$ cat src/rtl/fcvn_pkg.sv
// Shared types, codes and helpers for the fast-charge voltage negotiator.
package fcvn_pkg;

  localparam int unsigned WaitWidth = 16;

  // Reset values of the timing registers, in one-millisecond ticks.
  localparam logic [WaitWidth-1:0] StartCheckMsReset = 16'd10;
  localparam logic [WaitWidth-1:0] HandshakeMsReset  = 16'd1500;
  localparam logic [WaitWidth-1:0] NewModeMsReset    = 16'd100;

  // Announced voltages in tenths of a volt.
  localparam logic [7:0] Volt5V  = 8'd50;
  localparam logic [7:0] Volt9V  = 8'd90;
  localparam logic [7:0] Volt12V = 8'd120;
  localparam logic [7:0] Volt20V = 8'd200;

  typedef enum logic [1:0] {
    OP_TICK     = 2'd0,
    OP_START    = 2'd1,
    OP_SET_MODE = 2'd2,
    OP_UNUSED   = 2'd3
  } opcode_t;

  typedef enum logic [1:0] {
    REG_START_CHECK = 2'd0,
    REG_HANDSHAKE   = 2'd1,
    REG_NEW_MODE    = 2'd2
  } reg_index_t;

  typedef enum logic [3:0] {
    STEP_IDLE      = 4'd0,
    STEP_CHECK1    = 4'd1,
    STEP_HANDSHAKE = 4'd2,
    STEP_CHECK2    = 4'd3,
    STEP_EXIT_CONT = 4'd4,
    STEP_MODE_WAIT = 4'd5
  } step_t;

  localparam logic [1:0] LVL_GND = 2'd0;
  localparam logic [1:0] LVL_06  = 2'd1;
  localparam logic [1:0] LVL_33  = 2'd2;

  localparam logic [2:0] MODE_5V   = 3'd0;
  localparam logic [2:0] MODE_9V   = 3'd1;
  localparam logic [2:0] MODE_12V  = 3'd2;
  localparam logic [2:0] MODE_20V  = 3'd3;
  localparam logic [2:0] MODE_CONT = 3'd4;

  localparam logic [1:0] ST_OK       = 2'd0;
  localparam logic [1:0] ST_NOT_SUPP = 2'd1;
  localparam logic [1:0] ST_LIMITED  = 2'd2;
  localparam logic [1:0] ST_REJECTED = 2'd3;

  typedef struct packed {
    logic [WaitWidth-1:0] start_check_ms;
    logic [WaitWidth-1:0] handshake_ms;
    logic [WaitWidth-1:0] new_mode_ms;
  } cfg_t;

  typedef struct packed {
    step_t                step;
    logic [WaitWidth-1:0] wait_cnt;
    logic [2:0]           rec_mode;
    logic [2:0]           pend_mode;
    logic [7:0]           volt;
    logic [1:0]           dp_drive;
    logic [1:0]           dm_drive;
    logic                 dm_out;
    logic [1:0]           last_status;
  } state_t;

  typedef struct packed {
    logic [1:0] dp_level;
    logic [1:0] dm_level;
    logic       dm_drive_enable;
    logic [2:0] current_mode;
    logic [7:0] voltage_tenths;
    logic       busy_res;
    logic       done_res;
    logic [1:0] status;
  } result_t;

  typedef struct packed {
    logic [1:0] dp;
    logic [1:0] dm;
    logic [7:0] volt;
  } levels_t;

  // Line levels and announced voltage for a mode; continuous mode keeps the voltage.
  function automatic levels_t mode_levels(input logic [2:0] mode, input logic [7:0] volt);
    levels_t lv;
    case (mode)
      MODE_5V:  lv = '{dp: LVL_06, dm: LVL_GND, volt: Volt5V};
      MODE_9V:  lv = '{dp: LVL_33, dm: LVL_06,  volt: Volt9V};
      MODE_12V: lv = '{dp: LVL_06, dm: LVL_06,  volt: Volt12V};
      MODE_20V: lv = '{dp: LVL_33, dm: LVL_33,  volt: Volt20V};
      default:  lv = '{dp: LVL_06, dm: LVL_33,  volt: volt};
    endcase
    return lv;
  endfunction

endpackage

$ cat src/rtl/fcvn_if.sv
// Valid/ready channel interfaces for command beats and result beats.
interface fcvn_in_if;
  logic       valid;
  logic       ready;
  logic [1:0] opcode;
  logic [2:0] requested_mode;
  logic       dm_sense;

  modport source (output valid, output opcode, output requested_mode, output dm_sense,
                  input ready);
  modport sink (input valid, input opcode, input requested_mode, input dm_sense,
                output ready);
endinterface

interface fcvn_out_if;
  logic       valid;
  logic       ready;
  logic [1:0] dp_level;
  logic [1:0] dm_level;
  logic       dm_drive_enable;
  logic [2:0] current_mode;
  logic [7:0] voltage_tenths;
  logic       busy_res;
  logic       done_res;
  logic [1:0] status;

  modport source (output valid, output dp_level, output dm_level, output dm_drive_enable,
                  output current_mode, output voltage_tenths, output busy_res,
                  output done_res, output status, input ready);
  modport sink (input valid, input dp_level, input dm_level, input dm_drive_enable,
                input current_mode, input voltage_tenths, input busy_res,
                input done_res, input status, output ready);
endinterface

$ cat src/rtl/fcvn_step.sv
// Sequencer update: next negotiation state and the result for one command beat.
module fcvn_step import fcvn_pkg::*; (
  input  state_t     cur,
  input  cfg_t       cfg,
  input  logic [1:0] opcode,
  input  logic [2:0] req_mode,
  input  logic       dm_sense,
  output state_t     nxt,
  output result_t    res
);

  logic                 busy;
  logic                 is_tick;
  logic                 expire;
  logic                 mode_ok;
  logic                 leave_cont;
  logic [WaitWidth-1:0] wait_dec;
  levels_t              req_lv;
  levels_t              pend_lv;
  step_t                step_nxt;
  logic                 done;
  logic                 reject;

  // Shared decode of the beat against the current step.
  assign busy       = (cur.step != STEP_IDLE);
  assign is_tick    = (opcode == OP_TICK);
  assign wait_dec   = (cur.wait_cnt != '0) ? cur.wait_cnt - 1'b1 : cur.wait_cnt;
  assign expire     = busy && is_tick && (wait_dec == '0);
  assign mode_ok    = !(req_mode > MODE_CONT);
  assign leave_cont = (cur.rec_mode == MODE_CONT) && (req_mode != MODE_CONT);
  assign req_lv     = mode_levels(req_mode, cur.volt);
  assign pend_lv    = mode_levels(cur.pend_mode, cur.volt);

  // Next step of the sequencer.
  always_comb begin
    step_nxt = cur.step;
    case (opcode)
      OP_TICK: begin
        if (expire) begin
          case (cur.step)
            STEP_CHECK1:    step_nxt = dm_sense ? STEP_HANDSHAKE : STEP_IDLE;
            STEP_HANDSHAKE: step_nxt = STEP_CHECK2;
            STEP_EXIT_CONT: step_nxt = (cur.pend_mode == MODE_5V) ? STEP_IDLE : STEP_MODE_WAIT;
            default:        step_nxt = STEP_IDLE;
          endcase
        end
      end
      OP_START: begin
        if (!busy) step_nxt = STEP_CHECK1;
      end
      OP_SET_MODE: begin
        if (!busy && mode_ok) step_nxt = leave_cont ? STEP_EXIT_CONT : STEP_MODE_WAIT;
      end
      default: step_nxt = cur.step;
    endcase
  end

  // Line levels, timers, recorded mode and status for the beat.
  always_comb begin
    nxt      = cur;
    nxt.step = step_nxt;
    done     = 1'b0;
    reject   = 1'b0;
    case (opcode)
      OP_TICK: begin
        if (busy) nxt.wait_cnt = wait_dec;
        if (expire) begin
          case (cur.step)
            STEP_CHECK1: begin
              if (!dm_sense) begin
                nxt.last_status = ST_NOT_SUPP;
                nxt.wait_cnt    = '0;
                done            = 1'b1;
              end else begin
                nxt.rec_mode = MODE_5V;
                nxt.volt     = Volt5V;
                nxt.dp_drive = LVL_06;
                nxt.wait_cnt = cfg.handshake_ms;
              end
            end
            STEP_HANDSHAKE: begin
              nxt.dp_drive = LVL_33;
              nxt.wait_cnt = cfg.start_check_ms;
            end
            STEP_CHECK2: begin
              nxt.wait_cnt = '0;
              done         = 1'b1;
              if (dm_sense) begin
                nxt.last_status = ST_LIMITED;
              end else begin
                nxt.last_status = ST_OK;
                nxt.dm_out      = 1'b1;
              end
            end
            STEP_EXIT_CONT: begin
              if (cur.pend_mode == MODE_5V) begin
                nxt.rec_mode    = MODE_5V;
                nxt.volt        = Volt5V;
                nxt.last_status = ST_OK;
                nxt.wait_cnt    = '0;
                done            = 1'b1;
              end else begin
                nxt.dp_drive = pend_lv.dp;
                nxt.dm_drive = pend_lv.dm;
                nxt.volt     = pend_lv.volt;
                nxt.rec_mode = cur.pend_mode;
                nxt.wait_cnt = cfg.new_mode_ms;
              end
            end
            default: begin
              nxt.last_status = ST_OK;
              nxt.wait_cnt    = '0;
              done            = 1'b1;
            end
          endcase
        end
      end
      OP_START: begin
        if (busy) begin
          reject = 1'b1;
        end else begin
          nxt.dm_out   = 1'b0;
          nxt.dp_drive = LVL_33;
          nxt.wait_cnt = cfg.start_check_ms;
        end
      end
      OP_SET_MODE: begin
        if (busy || !mode_ok) begin
          reject = 1'b1;
        end else if (leave_cont) begin
          // Leaving continuous mode goes through 5 V levels first.
          nxt.dp_drive  = LVL_06;
          nxt.dm_drive  = LVL_GND;
          nxt.pend_mode = req_mode;
          nxt.wait_cnt  = cfg.new_mode_ms;
        end else begin
          nxt.dp_drive = req_lv.dp;
          nxt.dm_drive = req_lv.dm;
          nxt.volt     = req_lv.volt;
          nxt.rec_mode = req_mode;
          nxt.wait_cnt = cfg.new_mode_ms;
        end
      end
      default: nxt.wait_cnt = cur.wait_cnt;
    endcase
  end

  // Result fields reflect the state after this beat.
  always_comb begin
    res.dp_level        = nxt.dp_drive;
    res.dm_level        = nxt.dm_drive;
    res.dm_drive_enable = nxt.dm_out;
    res.current_mode    = nxt.rec_mode;
    res.voltage_tenths  = nxt.volt;
    res.busy_res        = (step_nxt != STEP_IDLE);
    res.done_res        = done;
    res.status          = reject ? ST_REJECTED : nxt.last_status;
  end

endmodule

$ cat src/rtl/fcvn_skid.sv
// Two-entry result buffer: output register plus a skid register.
module fcvn_skid import fcvn_pkg::*; (
  input  logic    clk,
  input  logic    rst_n,
  input  logic    push,
  input  result_t push_data,
  output logic    can_push,
  output logic    out_valid,
  input  logic    out_ready,
  output result_t out_data
);

  logic    main_v_r;
  logic    skid_v_r;
  result_t main_r;
  result_t skid_r;

  assign can_push  = !skid_v_r;
  assign out_valid = main_v_r;
  assign out_data  = main_r;

  // Valid bits: the skid entry fills only while the output register is stalled.
  always_ff @(posedge clk) begin
    if (!rst_n) begin
      main_v_r <= 1'b0;
      skid_v_r <= 1'b0;
    end else if (out_ready || !main_v_r) begin
      main_v_r <= skid_v_r || push;
      skid_v_r <= 1'b0;
    end else if (push) begin
      skid_v_r <= 1'b1;
    end
  end

  // Payload registers.
  always_ff @(posedge clk) begin
    if (out_ready || !main_v_r) begin
      main_r <= skid_v_r ? skid_r : push_data;
    end else if (push) begin
      skid_r <= push_data;
    end
  end

endmodule

$ cat src/rtl/fast_charge_voltage_negotiator.sv
// Top level of the sink-side fast-charge voltage negotiator.
//
// Usage: the in_ch channel takes one beat per millisecond tick or command
// (opcode tick, start handshake, set mode) together with the sensed D- level.
// Every accepted beat yields exactly one result beat on out_ch carrying the
// D+/D- drive levels, D- drive enable, recorded mode, announced voltage,
// busy and done flags, and status. Commands that arrive during a sequence
// are rejected with status 3 on that beat only.
// The sequencer state and the result are registered at the edge that accepts
// the beat. Throughput is one beat per cycle while in_ch.ready is high, set
// by the combinational sequencer update. A two-entry output buffer lets the
// block keep accepting while out_ch stalls; in_ch.ready drops only when both
// entries hold results, and rises again once out_ch takes one.
// The cfg port writes the three timing registers (start check, handshake,
// new mode wait) at any edge with cfg_we high; write them only while idle.
// Synchronous reset restores the idle step, 5 V mode, grounded lines and the
// default timings, and empties the output buffer.
module fast_charge_voltage_negotiator import fcvn_pkg::*; (
  input  logic                 clk,
  input  logic                 rst_n,
  fcvn_in_if.sink              in_ch,
  fcvn_out_if.source           out_ch,
  input  logic                 cfg_we,
  input  logic [1:0]           cfg_index,
  input  logic [WaitWidth-1:0] cfg_wdata
);

  cfg_t    cfg_r;
  state_t  state_r;
  state_t  state_nxt;
  result_t step_res;
  result_t out_res;
  logic    in_fire;
  logic    buf_ready;

  assign in_ch.ready = buf_ready;
  assign in_fire     = in_ch.valid && buf_ready;

  // Timing registers.
  always_ff @(posedge clk) begin
    if (!rst_n) begin
      cfg_r.start_check_ms <= StartCheckMsReset;
      cfg_r.handshake_ms   <= HandshakeMsReset;
      cfg_r.new_mode_ms    <= NewModeMsReset;
    end else if (cfg_we) begin
      case (cfg_index)
        REG_START_CHECK: cfg_r.start_check_ms <= cfg_wdata;
        REG_HANDSHAKE:   cfg_r.handshake_ms   <= cfg_wdata;
        REG_NEW_MODE:    cfg_r.new_mode_ms    <= cfg_wdata;
        default:         cfg_r                <= cfg_r;
      endcase
    end
  end

  fcvn_step u_step (
    .cur      (state_r),
    .cfg      (cfg_r),
    .opcode   (in_ch.opcode),
    .req_mode (in_ch.requested_mode),
    .dm_sense (in_ch.dm_sense),
    .nxt      (state_nxt),
    .res      (step_res)
  );

  // Sequencer state advances on every accepted beat.
  always_ff @(posedge clk) begin
    if (!rst_n) begin
      state_r <= '{step: STEP_IDLE, wait_cnt: '0, rec_mode: MODE_5V, pend_mode: MODE_5V,
                   volt: Volt5V, dp_drive: LVL_GND, dm_drive: LVL_GND, dm_out: 1'b0,
                   last_status: ST_OK};
    end else if (in_fire) begin
      state_r <= state_nxt;
    end
  end

  fcvn_skid u_skid (
    .clk       (clk),
    .rst_n     (rst_n),
    .push      (in_fire),
    .push_data (step_res),
    .can_push  (buf_ready),
    .out_valid (out_ch.valid),
    .out_ready (out_ch.ready),
    .out_data  (out_res)
  );

  assign out_ch.dp_level        = out_res.dp_level;
  assign out_ch.dm_level        = out_res.dm_level;
  assign out_ch.dm_drive_enable = out_res.dm_drive_enable;
  assign out_ch.current_mode    = out_res.current_mode;
  assign out_ch.voltage_tenths  = out_res.voltage_tenths;
  assign out_ch.busy_res        = out_res.busy_res;
  assign out_ch.done_res        = out_res.done_res;
  assign out_ch.status          = out_res.status;

  // The wait counter is cleared whenever the sequencer is idle.
  a_idle_wait_zero: assert property (@(posedge clk) disable iff (!rst_n)
    (state_r.step == STEP_IDLE) |-> (state_r.wait_cnt == '0))
    else $error("wait counter nonzero while idle");

  // A finishing beat never reports the sequence as still busy.
  a_done_not_busy: assert property (@(posedge clk) disable iff (!rst_n)
    (out_ch.valid && out_ch.done_res) |-> !out_ch.busy_res)
    else $error("done and busy reported together");

  // Back-pressure only appears when a result is waiting at the output.
  a_stall_has_result: assert property (@(posedge clk) disable iff (!rst_n)
    !in_ch.ready |-> out_ch.valid)
    else $error("input stalled with empty output");

  // A beat accepted into an empty buffer shows up at the output next cycle.
  a_latency_one: assert property (@(posedge clk) disable iff (!rst_n)
    (in_fire && !out_ch.valid) |=> out_ch.valid)
    else $error("result missing one cycle after accept");

endmodule

$ cat src/flat_wrapper.sv
// flat-port wrapper written by rule: the top's interface ports become plain ports
module fast_charge_voltage_negotiator_flat import fcvn_pkg::*;
  (clk, rst_n, cfg_we, cfg_index, cfg_wdata, in_ch_valid, in_ch_opcode, in_ch_requested_mode, in_ch_dm_sense, in_ch_ready, out_ch_valid, out_ch_dp_level, out_ch_dm_level, out_ch_dm_drive_enable, out_ch_current_mode, out_ch_voltage_tenths, out_ch_busy_res, out_ch_done_res, out_ch_status, out_ch_ready);
  fcvn_in_if in_ch_i ();
  fcvn_out_if out_ch_i ();
  input  logic clk;
  input  logic rst_n;
  input  logic cfg_we;
  input  logic [1:0] cfg_index;
  input  logic [WaitWidth-1:0] cfg_wdata;
  input wire logic [$bits(in_ch_i.valid)-1:0] in_ch_valid;
  input wire logic [$bits(in_ch_i.opcode)-1:0] in_ch_opcode;
  input wire logic [$bits(in_ch_i.requested_mode)-1:0] in_ch_requested_mode;
  input wire logic [$bits(in_ch_i.dm_sense)-1:0] in_ch_dm_sense;
  output wire logic [$bits(in_ch_i.ready)-1:0] in_ch_ready;
  output wire logic [$bits(out_ch_i.valid)-1:0] out_ch_valid;
  output wire logic [$bits(out_ch_i.dp_level)-1:0] out_ch_dp_level;
  output wire logic [$bits(out_ch_i.dm_level)-1:0] out_ch_dm_level;
  output wire logic [$bits(out_ch_i.dm_drive_enable)-1:0] out_ch_dm_drive_enable;
  output wire logic [$bits(out_ch_i.current_mode)-1:0] out_ch_current_mode;
  output wire logic [$bits(out_ch_i.voltage_tenths)-1:0] out_ch_voltage_tenths;
  output wire logic [$bits(out_ch_i.busy_res)-1:0] out_ch_busy_res;
  output wire logic [$bits(out_ch_i.done_res)-1:0] out_ch_done_res;
  output wire logic [$bits(out_ch_i.status)-1:0] out_ch_status;
  input wire logic [$bits(out_ch_i.ready)-1:0] out_ch_ready;
  assign in_ch_i.valid = in_ch_valid;
  assign in_ch_i.opcode = in_ch_opcode;
  assign in_ch_i.requested_mode = in_ch_requested_mode;
  assign in_ch_i.dm_sense = in_ch_dm_sense;
  assign in_ch_ready = in_ch_i.ready;
  assign out_ch_valid = out_ch_i.valid;
  assign out_ch_dp_level = out_ch_i.dp_level;
  assign out_ch_dm_level = out_ch_i.dm_level;
  assign out_ch_dm_drive_enable = out_ch_i.dm_drive_enable;
  assign out_ch_current_mode = out_ch_i.current_mode;
  assign out_ch_voltage_tenths = out_ch_i.voltage_tenths;
  assign out_ch_busy_res = out_ch_i.busy_res;
  assign out_ch_done_res = out_ch_i.done_res;
  assign out_ch_status = out_ch_i.status;
  assign out_ch_i.ready = out_ch_ready;
  fast_charge_voltage_negotiator u_core (.clk(clk), .rst_n(rst_n), .in_ch(in_ch_i), .out_ch(out_ch_i), .cfg_we(cfg_we), .cfg_index(cfg_index), .cfg_wdata(cfg_wdata));
endmodule
$ cat config.mk
export PLATFORM = sky130hd
export DESIGN_NAME = fast_charge_voltage_negotiator_flat
export DESIGN_NICKNAME = d
export VERILOG_FILES = /design/src/rtl/fcvn_pkg.sv /design/src/rtl/fcvn_if.sv /design/src/rtl/fcvn_step.sv /design/src/rtl/fcvn_skid.sv /design/src/rtl/fast_charge_voltage_negotiator.sv /design/src/flat_wrapper.sv
export SDC_FILE = /design/constraint.sdc
export NUM_CORES = 1
export LEC_CHECK = 0
export BUFFER_PORTS_ARGS = -buffer_cell sky130_fd_sc_hd__buf_2
export CAP_MARGIN = 20
export CORE_MARGIN = 2
export CORE_UTILIZATION = 30
export CTS_CLUSTER_DIAMETER = 40
export DETAILED_ROUTE_END_ITERATION = 12
export GPL_ROUTABILITY_DRIVEN = 0
export GPL_TIMING_DRIVEN = 0
export PLACE_DENSITY = 0.47
export SLEW_MARGIN = 20
export SYNTH_ARGS = -nofsm -noshare
export SYNTH_HDL_FRONTEND = slang
export SYNTH_HIERARCHICAL = 1
export SYNTH_SLANG_ARGS = --single-unit
$ cat constraint.sdc
create_clock -name clk -period 5.4 [get_ports clk]
set_input_delay 1.35 -clock clk [delete_from_list [all_inputs] [get_ports clk]]
set_output_delay 1.35 -clock clk [all_outputs]
set_load 0.02 [all_outputs]
==> results_dict.tcl <==
set metrics [dict create \
    vias_per_cell 5.48 \
    p_per_area_mw_per_mm2 295 \
    syn_area_mm2 0.00778 \
    report.final.slew_viol_count 0 \
    multi_input_comb_area_mm2 0.00418 \
    internal-power_w 0.00190 \
    grt_pass1_wl_um 40500 \
    worstMarginPinSlew_ns 0.839 \
    crit_path_max_incr_delay_ns 0.46 \
    coreArea_mm2 0.0253 \
    crit_family "buffers and inverters" \
    routed-wl-met3_um 1040 \
    cts_tree "built" \
    vias 6882 \
    wl_met1_um 11500 \
    top_layer_used "met4" \
    start_util 0.307 \
    yosys_most_used_dff "dfxtp_1" \
    synth_warnings 6 \
    cts_buffers 17 \
    drt_first_pass_iters 6 \
    fill_cells 2662 \
    period_share 0.872 \
    grt_pass1_vias 6806 \
    yosysTopAreaCellShare 0.234 \
    io_buffers 47 \
    worstHoldStart "u_core/cfg_r[21]$_SDFFE_PN0P_" \
    clkPwrFrac 0.438 \
    row_count 58 \
    clk_latency_ns 0.44 \
    cap_violations 0 \
    wire_per_inst_um 20.4 \
    clockBufferDepth 2 \
    critPathSlowestCell "a211oi_1" \
    clock-sinks 131 \
    cts_root_buffer "clkbuf_16" \
    layout_setup_ws_ns 0.693 \
    postCtsHoldBufs 0 \
    grt.overflow.total 0 \
    clkTransAtPathRegs_ns 0.06 \
    synth_edf_count 40 \
    fmax_mhz 212 \
    yosysSeqAreaShare 0.389 \
    timing.rr.end "u_core/u_skid/out_data[17]$_DFFE_PP_" \
    ios 51 \
    min_path_type "register to register" \
    seqPwrFrac 0.407 \
    r2r-start "u_core/state_r[21]$_SDFFE_PN0P_" \
    p_sw_frac 0.287 \
    hold_path_depth 2 \
    n_antenna_cell 0 \
    setup_viol 0 \
    drive_above_1_share 0.176 \
    postRouteAntennaNets 0 \
    track_usage 0.197 \
    seq_area_mm2 0.00302 \
    worstPathArrival_ns 4.90 \
    dp.final_hpwl_um 19100 \
    rsz0062_at_grt "false" \
    postSynthCellCount 846 \
    dieWidth_um 165 \
    antenna_found_initial 0 \
    switching_power_w 0.000765 \
    ys_ff_latch 131 \
    irDropWorstVdd_mv 0.163 \
    fin_tns_setup_ns 0 \
    yosysTopAreaCell "dfxtp_1" \
    post_cts_buffers 0 \
    path_cells "buf_2 -> inv_1 -> ha_1 -> clkbuf_1 -> inv_2 -> nor2_1 -> nand4_1 -> a211oi_1 -> nand2_1 -> buf_2 -> o311ai_0 -> o21ai_0 -> buf_4 -> mux2_2" \
    fin_skew_ns 0.0175 \
    cts_resized 0 \
    critPathMaxFanout 10 \
    synth_nets 880 \
    pre_cts_ws_ns 0.344 \
    synth_cell_type_count 75 \
    regToRegSetupSlack_ns 0.82 \
    combPwrFrac 0.155 \
    leakage_nw 3.61 \
    finalHoldViolCount 0 \
    critical_path_class "input pin to register" \
    slew_headroom 0.435 \
    r2r_cells 13 \
    yosys-top-cells-area "dfxtp_1 (23%), edfxtp_1 (15%), mux2i_1 (5.7%)" \
    die_h_um 165 \
    cp-start-kind "input pin" \
    die-area_mm2 0.0272 \
    fin_crit_ns 4.71 \
    whs_endpoint "u_core/cfg_r[21]$_SDFFE_PN0P_" \
    status "finished clean" \
    drc 0 \
    critPathCaptureType "register" \
    dr_wl_met2_um 12600 \
    syn_to_final_growth_pct 16.2 \
    nets 947 \
    initialDrtViolationCount 544 \
    critPathBufInv 6 \
    crit_top_cell "buf_2" \
    htreeDepth 4 \
    required_ns 5.59 \
    drt_wl_total_um 25600 \
    synthArstFlopShare 0 \
    avgSynthCellArea_um2 9.19 \
    grt_max_degree 24 \
]
## sequential cells by signal (all words and copies together) (netlist names)
register	cells
u_core/u_skid/skid_r	20
u_core/cfg_r	48
u_core/u_skid/out_valid	1
u_core/u_skid/out_data	20
u_core/u_skid/skid_v_r	1
u_core/state_r	41
## power by group through the flow
stage          clock network [W]  registers [W]  logic [W]
3_5_place_dp                   0        0.00111   0.000409
4_1_cts                  0.00120        0.00109   0.000411
3_3_place_gp                   0        0.00111   0.000407
5_1_grt                  0.00123        0.00109   0.000452
2_1_floorplan                  0        0.00112   0.000267
6_report                 0.00117        0.00109   0.000413
## cell families after synthesis
logic type               after synthesis  share of synthesized area
flip-flops                           131                      0.389
multiplexers                          66                     0.0885
buffers and inverters                113                     0.0755
AND/OR/NAND/NOR                      281                      0.197
adder cells (fa/ha/maj)                5                    0.00804
AO/OA/AOI/OAI                        245                      0.237
XOR/XNOR                               5                    0.00563
## layout make-up
| type | instances | share of cell area |
|---|---|---|
| plain buffers | 92 | 0.0562 |
| clock buffers | 18 | 0.0475 |
| clock inverters | 14 | 0.0172 |
| inverters | 21 | 0.00872 |
| multi-input cells | 602 | 0.462 |
| flip-flops and latches | 131 | 0.335 |
| well taps | 330 | 0.0457 |
| repair buffers | 48 | 0.0277 |
## placed cells by master (no fill, tap or decap), types with 36 or more instances in the layout
| cell | Yosys | final |
|---|---|---|
| edfxtp_1 | 40 | 40 |
| nor2_1 | 41 | 40 |
| clkbuf_1 | 51 | 52 |
| o21a_1 | 40 | 40 |
| nand2_1 | 87 | 87 |
| dfxtp_1 | 91 | 91 |
| o21ai_0 | 36 | 36 |
| buf_2 | 12 | 59 |
| a21boi_0 | 38 | 38 |
| and3_1 | 46 | 46 |
| mux2i_1 | 44 | 44 |
## worst max-delay path by stage
stage / start / endpoint / cells after the start
6_report: in_ch_opcode[0] / u_core/u_skid/out_data[19]$_DFFE_PP_ / 14
5_1_grt: in_ch_opcode[1] / u_core/u_skid/out_data[19]$_DFFE_PP_ / 14
4_1_cts: in_ch_opcode[0] / u_core/u_skid/out_data[19]$_DFFE_PP_ / 14
3_5_place_dp: in_ch_opcode[0] / u_core/u_skid/out_data[19]$_DFFE_PP_ / 14
3_3_place_gp: in_ch_opcode[0] / u_core/u_skid/out_data[19]$_DFFE_PP_ / 14
2_1_floorplan: in_ch_opcode[0] / u_core/u_skid/out_data[3]$_DFFE_PP_ / 12
## tightest hold or removal path: stages (launching register included)
cell and delay, ns:
dfxtp_1 0.31, nand2_1 0.05, mux2i_1 0.05
## through the flow
stage          hold WS [ns]  instances  power [W]  cell area, um^2   util
2_1_floorplan         0.434        846    0.00139             7780      -
3_3_place_gp          0.447       1223    0.00151             8430  0.333
3_5_place_dp          0.459       1224    0.00152             8450  0.333
4_1_cts               0.472       1256    0.00269             9030  0.357
5_1_grt               0.480       1256    0.00277             9040  0.357
6_report              0.468       1256    0.00267             9040  0.357
## metal layers
metal,vias to the layer above,GRT usage
met5,-,0
met4,0,0.0569
met3,27,0.0316
met2,176,0.341
met1,3382,0.252
li1,3297,-
## synth_stat cells, drive strengths merged (18+ instances only)
master and n:
nand2 87, buf 41, dfxtp 91, clkbuf 51
o211ai 21, and3 46, inv 21, o21a 40
o21ai 37, mux2i 44, a21oi 23, a21boi 39
nor2 42, mux2 22, edfxtp 40, a222oi 18
Power figures use the tool's default switching activity.
